[src/design/fir_pkg.sv]
package fir_pkg;

  // table size and point range
  localparam int MAX_RULES  = 16;
  localparam int NUM_POINTS = 10;

  localparam int IDX_W = (MAX_RULES > 1) ? $clog2(MAX_RULES) : 1;
  localparam int CNT_W = $clog2(MAX_RULES + 1);

  // request codes
  localparam logic [2:0] REQ_CHECK     = 3'd0;
  localparam logic [2:0] REQ_CONFIGURE = 3'd1;
  localparam logic [2:0] REQ_DISABLE   = 3'd2;
  localparam logic [2:0] REQ_QUERY     = 3'd3;
  localparam logic [2:0] REQ_CLEAR     = 3'd4;

  // rule modes
  localparam logic [1:0] MODE_ONCE    = 2'd0;
  localparam logic [1:0] MODE_EVERY_N = 2'd1;
  localparam logic [1:0] MODE_ALWAYS  = 2'd2;
  localparam logic [1:0] MODE_INVALID = 2'd3;

  typedef enum logic [1:0] {
    ST_IDLE,
    ST_RUN,
    ST_DRAIN
  } state_t;

  // request beat as it travels down the rule chain
  typedef struct packed {
    logic        vld;
    logic [2:0]  req;
    logic [3:0]  point;
    logic [1:0]  mode;
    logic [31:0] every_n;
    logic        ok;
    logic        matched;
    logic        appended;
    logic        fire;
    logic [31:0] cnt;
  } beat_t;

  // finished result
  typedef struct packed {
    logic        accepted;
    logic        fire;
    logic [31:0] fired_count;
  } result_t;

endpackage

[src/design/fir_cell.sv]
module fir_cell (
  input  logic                      clk,
  input  logic                      rst_n,
  input  logic [fir_pkg::IDX_W-1:0] idx_i,
  input  logic [fir_pkg::CNT_W-1:0] count_i,
  input  fir_pkg::beat_t            beat_i,
  output fir_pkg::beat_t            beat_o
);

  // one rule entry
  logic [3:0]     point_r,   point_nxt;
  logic [1:0]     mode_r,    mode_nxt;
  logic [31:0]    period_r,  period_nxt;
  logic [31:0]    seen_r,    seen_nxt;
  logic [31:0]    phase_r,   phase_nxt;
  logic [31:0]    fired_r,   fired_nxt;
  logic           enabled_r, enabled_nxt;
  fir_pkg::beat_t beat_r,    beat_nxt;

  logic        in_use;
  logic        is_free;
  logic        hit;
  logic        claim;
  logic        fire_now;
  logic [31:0] seen_inc;
  logic [31:0] phase_inc;
  logic [31:0] phase_step;

  assign in_use  = fir_pkg::CNT_W'(idx_i) < count_i;
  assign is_free = fir_pkg::CNT_W'(idx_i) == count_i;
  assign hit     = beat_i.vld && !beat_i.matched && in_use && (point_r == beat_i.point);
  assign claim   = beat_i.vld && (beat_i.req == fir_pkg::REQ_CONFIGURE) && beat_i.ok &&
                   !beat_i.matched && is_free;

  // phase tracks seen mod period; a wrap of seen lands on zero
  assign seen_inc   = seen_r + 32'd1;
  assign phase_inc  = phase_r + 32'd1;
  assign phase_step = ((seen_inc == 32'd0) || (phase_inc == period_r)) ? 32'd0 : phase_inc;

  // fire decision for a check on an enabled rule
  always_comb begin
    unique case (mode_r)
      fir_pkg::MODE_ONCE:    fire_now = (fired_r == 32'd0);
      fir_pkg::MODE_EVERY_N: fire_now = (phase_step == 32'd0);
      fir_pkg::MODE_ALWAYS:  fire_now = 1'b1;
      default:               fire_now = 1'b0;
    endcase
  end

  // rule update and beat hand-off
  always_comb begin
    beat_nxt    = beat_i;
    point_nxt   = point_r;
    mode_nxt    = mode_r;
    period_nxt  = period_r;
    seen_nxt    = seen_r;
    phase_nxt   = phase_r;
    fired_nxt   = fired_r;
    enabled_nxt = enabled_r;
    if (hit) begin
      beat_nxt.matched = 1'b1;
      unique case (beat_i.req)
        fir_pkg::REQ_CHECK: begin
          if (enabled_r) begin
            seen_nxt  = seen_inc;
            phase_nxt = phase_step;
            if (fire_now) begin
              fired_nxt = fired_r + 32'd1;
            end
            beat_nxt.fire = fire_now;
          end
          beat_nxt.cnt = fired_nxt;
        end
        fir_pkg::REQ_CONFIGURE: begin
          if (beat_i.ok) begin
            point_nxt    = beat_i.point;
            mode_nxt     = beat_i.mode;
            period_nxt   = (beat_i.mode == fir_pkg::MODE_EVERY_N) ? beat_i.every_n : 32'd0;
            seen_nxt     = 32'd0;
            phase_nxt    = 32'd0;
            fired_nxt    = 32'd0;
            enabled_nxt  = 1'b1;
            beat_nxt.cnt = 32'd0;
          end else begin
            beat_nxt.cnt = fired_r;
          end
        end
        fir_pkg::REQ_DISABLE: begin
          enabled_nxt  = 1'b0;
          beat_nxt.cnt = fired_r;
        end
        fir_pkg::REQ_QUERY: begin
          beat_nxt.cnt = fired_r;
        end
        default: begin
        end
      endcase
    end else if (claim) begin
      // first free entry takes a new rule
      point_nxt         = beat_i.point;
      mode_nxt          = beat_i.mode;
      period_nxt        = (beat_i.mode == fir_pkg::MODE_EVERY_N) ? beat_i.every_n : 32'd0;
      seen_nxt          = 32'd0;
      phase_nxt         = 32'd0;
      fired_nxt         = 32'd0;
      enabled_nxt       = 1'b1;
      beat_nxt.appended = 1'b1;
      beat_nxt.cnt      = 32'd0;
    end
  end

  // beat register toward the next cell
  always_ff @(posedge clk) begin
    if (!rst_n) begin
      beat_r <= '0;
    end else begin
      beat_r <= beat_nxt;
    end
  end

  // rule storage
  always_ff @(posedge clk) begin
    point_r   <= point_nxt;
    mode_r    <= mode_nxt;
    period_r  <= period_nxt;
    seen_r    <= seen_nxt;
    phase_r   <= phase_nxt;
    fired_r   <= fired_nxt;
    enabled_r <= enabled_nxt;
  end

  assign beat_o = beat_r;

endmodule

[config.mk]
export PLATFORM = sky130hd
export DESIGN_NAME = fir_cell
export DESIGN_NICKNAME = d
export VERILOG_FILES = /design/src/design/fir_pkg.sv /design/src/design/fir_cell.sv
export SDC_FILE = /design/constraint.sdc
export NUM_CORES = 1
export LEC_CHECK = 0
export ABC_AREA = 1
export BUFFER_PORTS_ARGS = -buffer_cell sky130_fd_sc_hd__buf_2
export CORE_MARGIN = 10
export CORE_UTILIZATION = 40
export DETAILED_ROUTE_END_ITERATION = 8
export HOLD_SLACK_MARGIN = 0.1
export PLACE_DENSITY = 0.67
export SLEW_MARGIN = 10
export SYNTH_ARGS = -nofsm -noshare
export SYNTH_HDL_FRONTEND = slang
export SYNTH_SLANG_ARGS = --single-unit
[constraint.sdc]
create_clock -name clk -period 6.05 [get_ports clk]
set_input_delay 0.9075 -clock clk [delete_from_list [all_inputs] [get_ports clk]]
set_output_delay 0.9075 -clock clk [all_outputs]
set_load 0.01 [all_outputs]
==> metrics.txt, run 1 <==
critical path class flip-flop to flip-flop; VDD IR max 0.191 mV; DRC viols 0; htree depth 1; largest net degree at the start of global routing between 60 and 70; Final Cycle Share 75.8%; CTS tree built; PostCTS Resize Cnt 0; leakage just over 7 nW; post-route ant nets 0; Setup-failing EPs final 0; Final TNS setup 0 ns; Worst Tran Pin Value ~1.1 ns; overall routing resource usage a little under a fifth; register clock-pin slew on the reported worst setup and hold paths 0.06 ns; Root Driver clkbuf_16; final hold viol count 0; FMAX 0.218 GHz; Synth Register Bits 213; syn nets between 1.5k and 2k; met2 routed wirelength 19000 um; Post-Synth Adder-Cell Area less than 1%; placed insts around 2.4k; count of input and output buffers 166; slowest CP cell nand2_4; P&R area growth vs syn 15.9%; Max-Slew Margin vs Limit ~28%; final-report max-slew violation count 0; Final min period 4.59 ns; top cells by area, synth edfxtp_1 (31%), nand2_1 (17%), dfxtp_1 (12%); die extent in x 199 um; Hold WC Path Type primary input to flip-flop; Crit path top cell by count nand2_1; Post-synth EDFFs ~140; multiplexer share of the synthesized area 0%; RSZ-0062 raised after global routing no; vias in the first global route 11.8k; main combinational cell family by area after synthesis simple AND/OR/NAND/NOR gates; RePlAce Congestion 0.943; first-pass GRT wire length 60100 um; Synth cell types 47; DR WL met3 2270 um; worst-skew pair later-pin latency 0.53 ns; Die Span Y 199 um; Num CTS Buffers 26; Initial Util 40.7%; met1 wire length 15700 um; WP data arrival between 4 and 5 ns; area fraction in compound gates after synthesis 6.20%; predominant post-synthesis flop cell edfxtp_1; num ports 167; fraction of the mapped netlist area in simple logic gates 38.3%; post-synthesis sequential area ratio 43.6%; placed cell area 14100 um2; post-synth top area cell edfxtp_1; initial antenna violation count 1; Finished Layout Cells 2419; Pre-antenna DRT Iters 7; most common cell after layout, fill and taps aside nand2_1; top layer in use met4; delay-heaviest family, CP simple AND/OR/NAND/NOR gates; Bufs and invs on worst path 1; top cell type's share of synthesized area 31.5%; initial DRC count 963; row cnt 65; Design Area, Final 14900 um2; most frequent cells in the layout nand2_1 (576), inv_1 (259), nor2_1 (254); post-synthesis cell area 12900 um2; Crit Path Max Fanout 64; final core utilization 47.2%; Remaining Overflow, GRT 0; Ys Warns 0; # hold bufs at CTS 0; Setup crit end kind flip-flop; routed via count roughly 12k; DP Wirelength 27100 um; CP startpoint kind flip-flop; Sink Count roughly 210; clk_skew ~0.021 ns; Core ar. 31600 um2; die area roughly 40000 um2; final-stage net count between 2k and 2.5k; drt via density roughly 5.1; Post-Synthesis Cells 1850; CP Data Required Time about 6.3 ns; CTS max path bufs 3; synthesized area per cell ~7.0 um2; layout cells sized above 1 13.3%; pwr dens between 200 and 250 nW/um2; DRT Wirelength 37700 um; Post-Synth XOR/XNOR Area 0.991%; Slowest Stage Delay on Critical Path 0.50 ns; Post-synth ARST share 0%; status finished, final reports clean; max cap viols 0; Post-CTS Setup Inserts 0; DR WL/cell 15.6 um
## worst reg2reg max path, stage by stage, from the launching register on
cell	delay, ns
edfxtp_1	0.45
nand2_1	0.15
nor2_1	0.29
nand2_1	0.17
nor2_4	0.23
nand2_1	0.08
nand2_1	0.08
nand2_1	0.13
nand2_1	0.09
nand2_1	0.08
nor2_1	0.09
nand2_1	0.06
nor2_2	0.16
nand3_4	0.24
nand2_2	0.34
inv_2	0.23
o21ai_1	0.15
nand2_1	0.07
nor2_1	0.13
nand3_2	0.10
nand2_4	0.50
nand3_1	0.20
nand2_1	0.11
nand2_1	0.07
nand2_1	0.06
a21oi_1	0.07
## cell type report
| cell class | instances | area, um2 |
|---|---|---|
| fill | 3121 | 16700 |
| multi-input combinational | 1307 | 6000 |
| sequential | 213 | 5620 |
| inverter | 266 | 998 |
| timing repair buffer | 182 | 963 |
| clock buffer | 39 | 797 |
| tap | 402 | 503 |
| clock inverter | 9 | 51.3 |
| antenna | 1 | 2.50 |
## per-layer routing
metal / up-vias / GRT usage (%)
met2: 398 / 33.4
met5: - / 0
met1: 5669 / 22.3
li1: 6219 / -
met4: 0 / 5.13
met3: 54 / 2.79
## state kept, by name, summed over array words and instances, names as in the netlist
name and cells:
period_r 32, point_r 4, seen_r 32, phase_r 32, beat_o 78, mode_r 2
fired_r 32, enabled_r 1
## cells in the mapped netlist, types with 4 or more instances
cell type and n:
a21oi_1 110, dfxtp_1 78, nor3_1 21, nand2_2 4
o21ai_0 12, clkbuf_1 52, nand3_1 161, ha_1 9
nor2_2 13, nand3b_1 20, nor2_1 257, nand2_1 577
edfxtp_1 135, nand4_1 53, o211ai_1 5, inv_1 259
buf_1 4, nor2_4 5, xor2_1 10, nor4_1 10
buf_6 5, inv_2 4
## power breakdown
part	total, mW	internal, mW	switching, mW
combinational	0.207	0.0760	0.131
clock	1.54	0.911	0.631
sequential	1.58	1.56	0.0103
## path summary, 6_finish.rpt
kind	to	depth (start not counted)	slack, ns	startpoint
worst min register to register	seen_r[0]	1	0.67	seen_r[0]
worst max-delay path	fired_r[7]	25	1.46	phase_r[8]
worst max register to register	fired_r[7]	25	1.46	phase_r[8]
worst min-delay path	beat_o[77]	3	0.57	beat_i[77]
## per-stage QoR
stage,power (mW),hold WS [ns],setup WS (ns)
final,3.32,0.569,1.46
after global routing,3.45,0.566,1.01
after CTS,3.37,0.543,1.58
after detailed placement,1.82,0.660,1.49
after global placement,1.81,0.655,1.55
after floorplan,1.71,0.611,0.386
## kinds of logic after synthesis
| family | after synthesis |
|---|---|
| AO/OA/AOI/OAI | 146 |
| XOR/XNOR | 13 |
| adder cells (fa/ha/maj) | 9 |
| buffers and inverters | 330 |
| flip-flops | 213 |
| AND/OR/NAND/NOR | 1139 |
Power figures use the tool's default switching activity.
==> run 2: changes to the inputs <==
--- a/config.mk
+++ b/config.mk
@@ -11,7 +11,7 @@
 export CORE_UTILIZATION = 40
 export DETAILED_ROUTE_END_ITERATION = 8
 export HOLD_SLACK_MARGIN = 0.1
-export PLACE_DENSITY = 0.67
+export PLACE_DENSITY = 0.65
 export SLEW_MARGIN = 10
 export SYNTH_ARGS = -nofsm -noshare
 export SYNTH_HDL_FRONTEND = slang
==> constraint.sdc (replaced) <==
create_clock -name clk -period 4.65 [get_ports clk]
set_input_delay 0.6975 -clock clk [delete_from_list [all_inputs] [get_ports clk]]
set_output_delay 0.6975 -clock clk [all_outputs]
set_load 0.01 [all_outputs]
==> run 2 against run 1 <==
Flip-flop and latch count is the same. Count of clock-buffer cells in the layout down 1. Clock power rose by 28%. Sequential power is 30% higher. Clock skew decreased by 0.013 ns. Critical path depth is the same. Sequential share of layout area down 0.053 points. First-iteration DRC count is 1.0% lower. Via count decreased by 0.27%. Die area stayed put. Combinational power up 31%. Cell count is 0.21% higher. Largest power group unchanged.
==> metrics.txt, run 2 (same netlist as run 1, synthesis figures left out) <==
multi-input logic area 6000 um2 (unchanged); Setup crit end kind flip-flop; DRT Wirelength 38400 um (+1.8%); initial antenna violation count 3 (+2); Final TNS setup 0 ns (unchanged); max reg flops 78 (unchanged); max cap viols 0 (unchanged); routed via count 12.3k (-0.27%); DP Wirelength 28000 um (+3.5%); row cnt 65 (unchanged); final setup margin 0.469 ns (-0.993 ns); # hold bufs at CTS 0 (unchanged); Sink Count 213 (unchanged); die extent in x 199 um (unchanged); Finished Layout Cells 2424 (+0.21%); PostCTS Resize Cnt 0 (unchanged); first-pass GRT wire length 61100 um (+1.7%); vias in the first global route 11.7k (-0.87%); die area 39800 um2 (unchanged); CTS tree built; Storage cell area 5620 um2 (unchanged); Root Driver clkbuf_16; register clock-pin slew on the reported worst setup and hold paths 0.06 ns (about the same); most frequent cells in the layout nand2_1 (576), inv_1 (259), nor2_1 (254); Remaining Overflow, GRT 0 (unchanged); CTS max path bufs 3 (unchanged); reg2reg path depth 25 (unchanged); RSZ-0062 raised after global routing no; met1 usage 23.2% (+0.85 points); largest net degree at the start of global routing 65 (unchanged); final core utilization 47.3% (+0.067 points); RePlAce Congestion 0.912 (-3.3%); post-route ant nets 0 (unchanged); dpl ws 0.524 ns (-0.964 ns); placed insts 2375 (+0.21%); drt via density 5.08 (-0.47%); DR WL/cell 15.9 um (+1.6%); Core ar. 31600 um2 (unchanged); Post-CTS Setup Inserts 0 (unchanged); most common cell after layout, fill and taps aside nand2_1; Worst Tran Pin Value 1.11 ns (+0.0401 ns); DRC viols 0 (unchanged); Fillers 3214 (+3.0%); leakage 7.05 nW (about the same); layout cells sized above 1 13.3% (-0.082 points); final hold viol count 0 (unchanged); num ports 167 (unchanged); VDD IR max 0.254 mV (+33%); htree depth 1 (unchanged); overall routing resource usage 18.9% (+0.35 points); Hold WC Path Type primary input to flip-flop; r2r setup slk 0.47 ns (-0.99 ns); CP startpoint kind flip-flop; Pre-antenna DRT Iters 5 (-2); final-report max-slew violation count 0 (unchanged); initial DRC count 953 (-1.0%); met2 Track Usage GR 33.4% (about the same); FMAX 0.239 GHz (+9.7%); crit path from phase_r[0]; Final min period 4.18 ns (-0.407 ns); Max-Slew Margin vs Limit 25.7% (-2.7 points); final-stage net count 2099 (+0.24%); Crit Path Max Fanout 25 (-61%); CP Data Required Time 4.90 ns (-1.40 ns); end point of the critical path fired_r[15]; count of input and output buffers 166 (unchanged); Initial Util 40.7% (unchanged); critical path class flip-flop to flip-flop; FF-to-FF Start phase_r[0]; pwr dens 287 nW/um2 (+29%); Final Cycle Share 89.9% (+14 points); WP data arrival 4.43 ns (-0.41 ns); Num CTS Buffers 26 (unchanged); Die Span Y 199 um (unchanged); P&R area growth vs syn 16.1%; clk_skew 0.00790 ns (-0.0131 ns); hold_ws 0.357 ns (-0.212 ns); most used routing layer met2; worst-skew pair later-pin latency 0.53 ns (about the same); Setup-failing EPs final 0 (unchanged); reg2reg end fired_r[15]; met3 usage 3.11% (+0.32 points); status finished, final reports clean
run 2: changes by cell type in the layout (fill, tap and decap cells not counted), moves of 2 or more:
cell / previous run / this run
buf_4: 15 / 19
clkinv_2: 6 / 2
clkbuf_1: 6 / 8
clkbuf_16: 29 / 27
clkinv_1: 4 / 8
run 2: per-layer routing:
| layer | part of all wire [%] | wire (um) |
|---|---|---|
| met5 | 0.065 | 25 |
| met4 | 2.5 | 942 |
| met3 | 5.9 | 2270 |
| met2 | 50 | 19100 |
| met1 | 42 | 16100 |
run 2: how the worst min path moves through the flow:
stage	start	end	cells past startpoint
floorplan	seen_r[0]	seen_r[0]	1
global placement	seen_r[0]	seen_r[0]	1
detailed placement	seen_r[0]	seen_r[0]	1
CTS	beat_i[38]	beat_o[38]	3
global route	beat_i[38]	beat_o[38]	3
finish	beat_i[38]	beat_o[38]	3
run 2: final cells by class:
cell class | count | area share (%)
antenna | 1 | 0.0167
clock buffer | 38 | 4.99
clock inverter | 10 | 0.485
inverter | 266 | 6.68
multi-input combinational | 1307 | 40.1
sequential | 213 | 37.6
tap | 402 | 3.36
timing repair buffer | 187 | 6.78
run 2: power by group:
group	switching, mW	internal (mW)	total, mW	leakage [nW]
clock network	0.804	1.16	1.97	0.398
logic	0.171	0.0997	0.271	4.69
registers	0.0129	2.04	2.05	1.96
total	0.989	3.30	4.29	7.05
run 2: through the flow:
stage | area [um2] | total power [mW]
floorplan | 12900 | 2.23
global placement | 14100 | 2.36
detailed placement | 14100 | 2.36
CTS | 15000 | 4.34
global route | 15000 | 4.45
finish | 15000 | 4.29
run 2: critical path, cell delays in order, from the launching register on:
cell and delay [ns]:
edfxtp_1 0.41, ha_1 0.23, nand2_2 0.12, nor2_8 0.18, nand3_1 0.22, o21ai_1 0.21, nand2_1 0.13, nand2_1 0.08
nand2_1 0.05, nor2_1 0.09, nand2_1 0.10, nor2_2 0.18, nand3_4 0.23, nand2_2 0.14, inv_2 0.17, o21ai_1 0.16
nand2_1 0.07, nor2_1 0.17, nand3_2 0.12, nand2_4 0.24, buf_12 0.20, nand3_1 0.08, nand2_1 0.09, nand2_1 0.07
nand2_1 0.07, a21oi_1 0.06
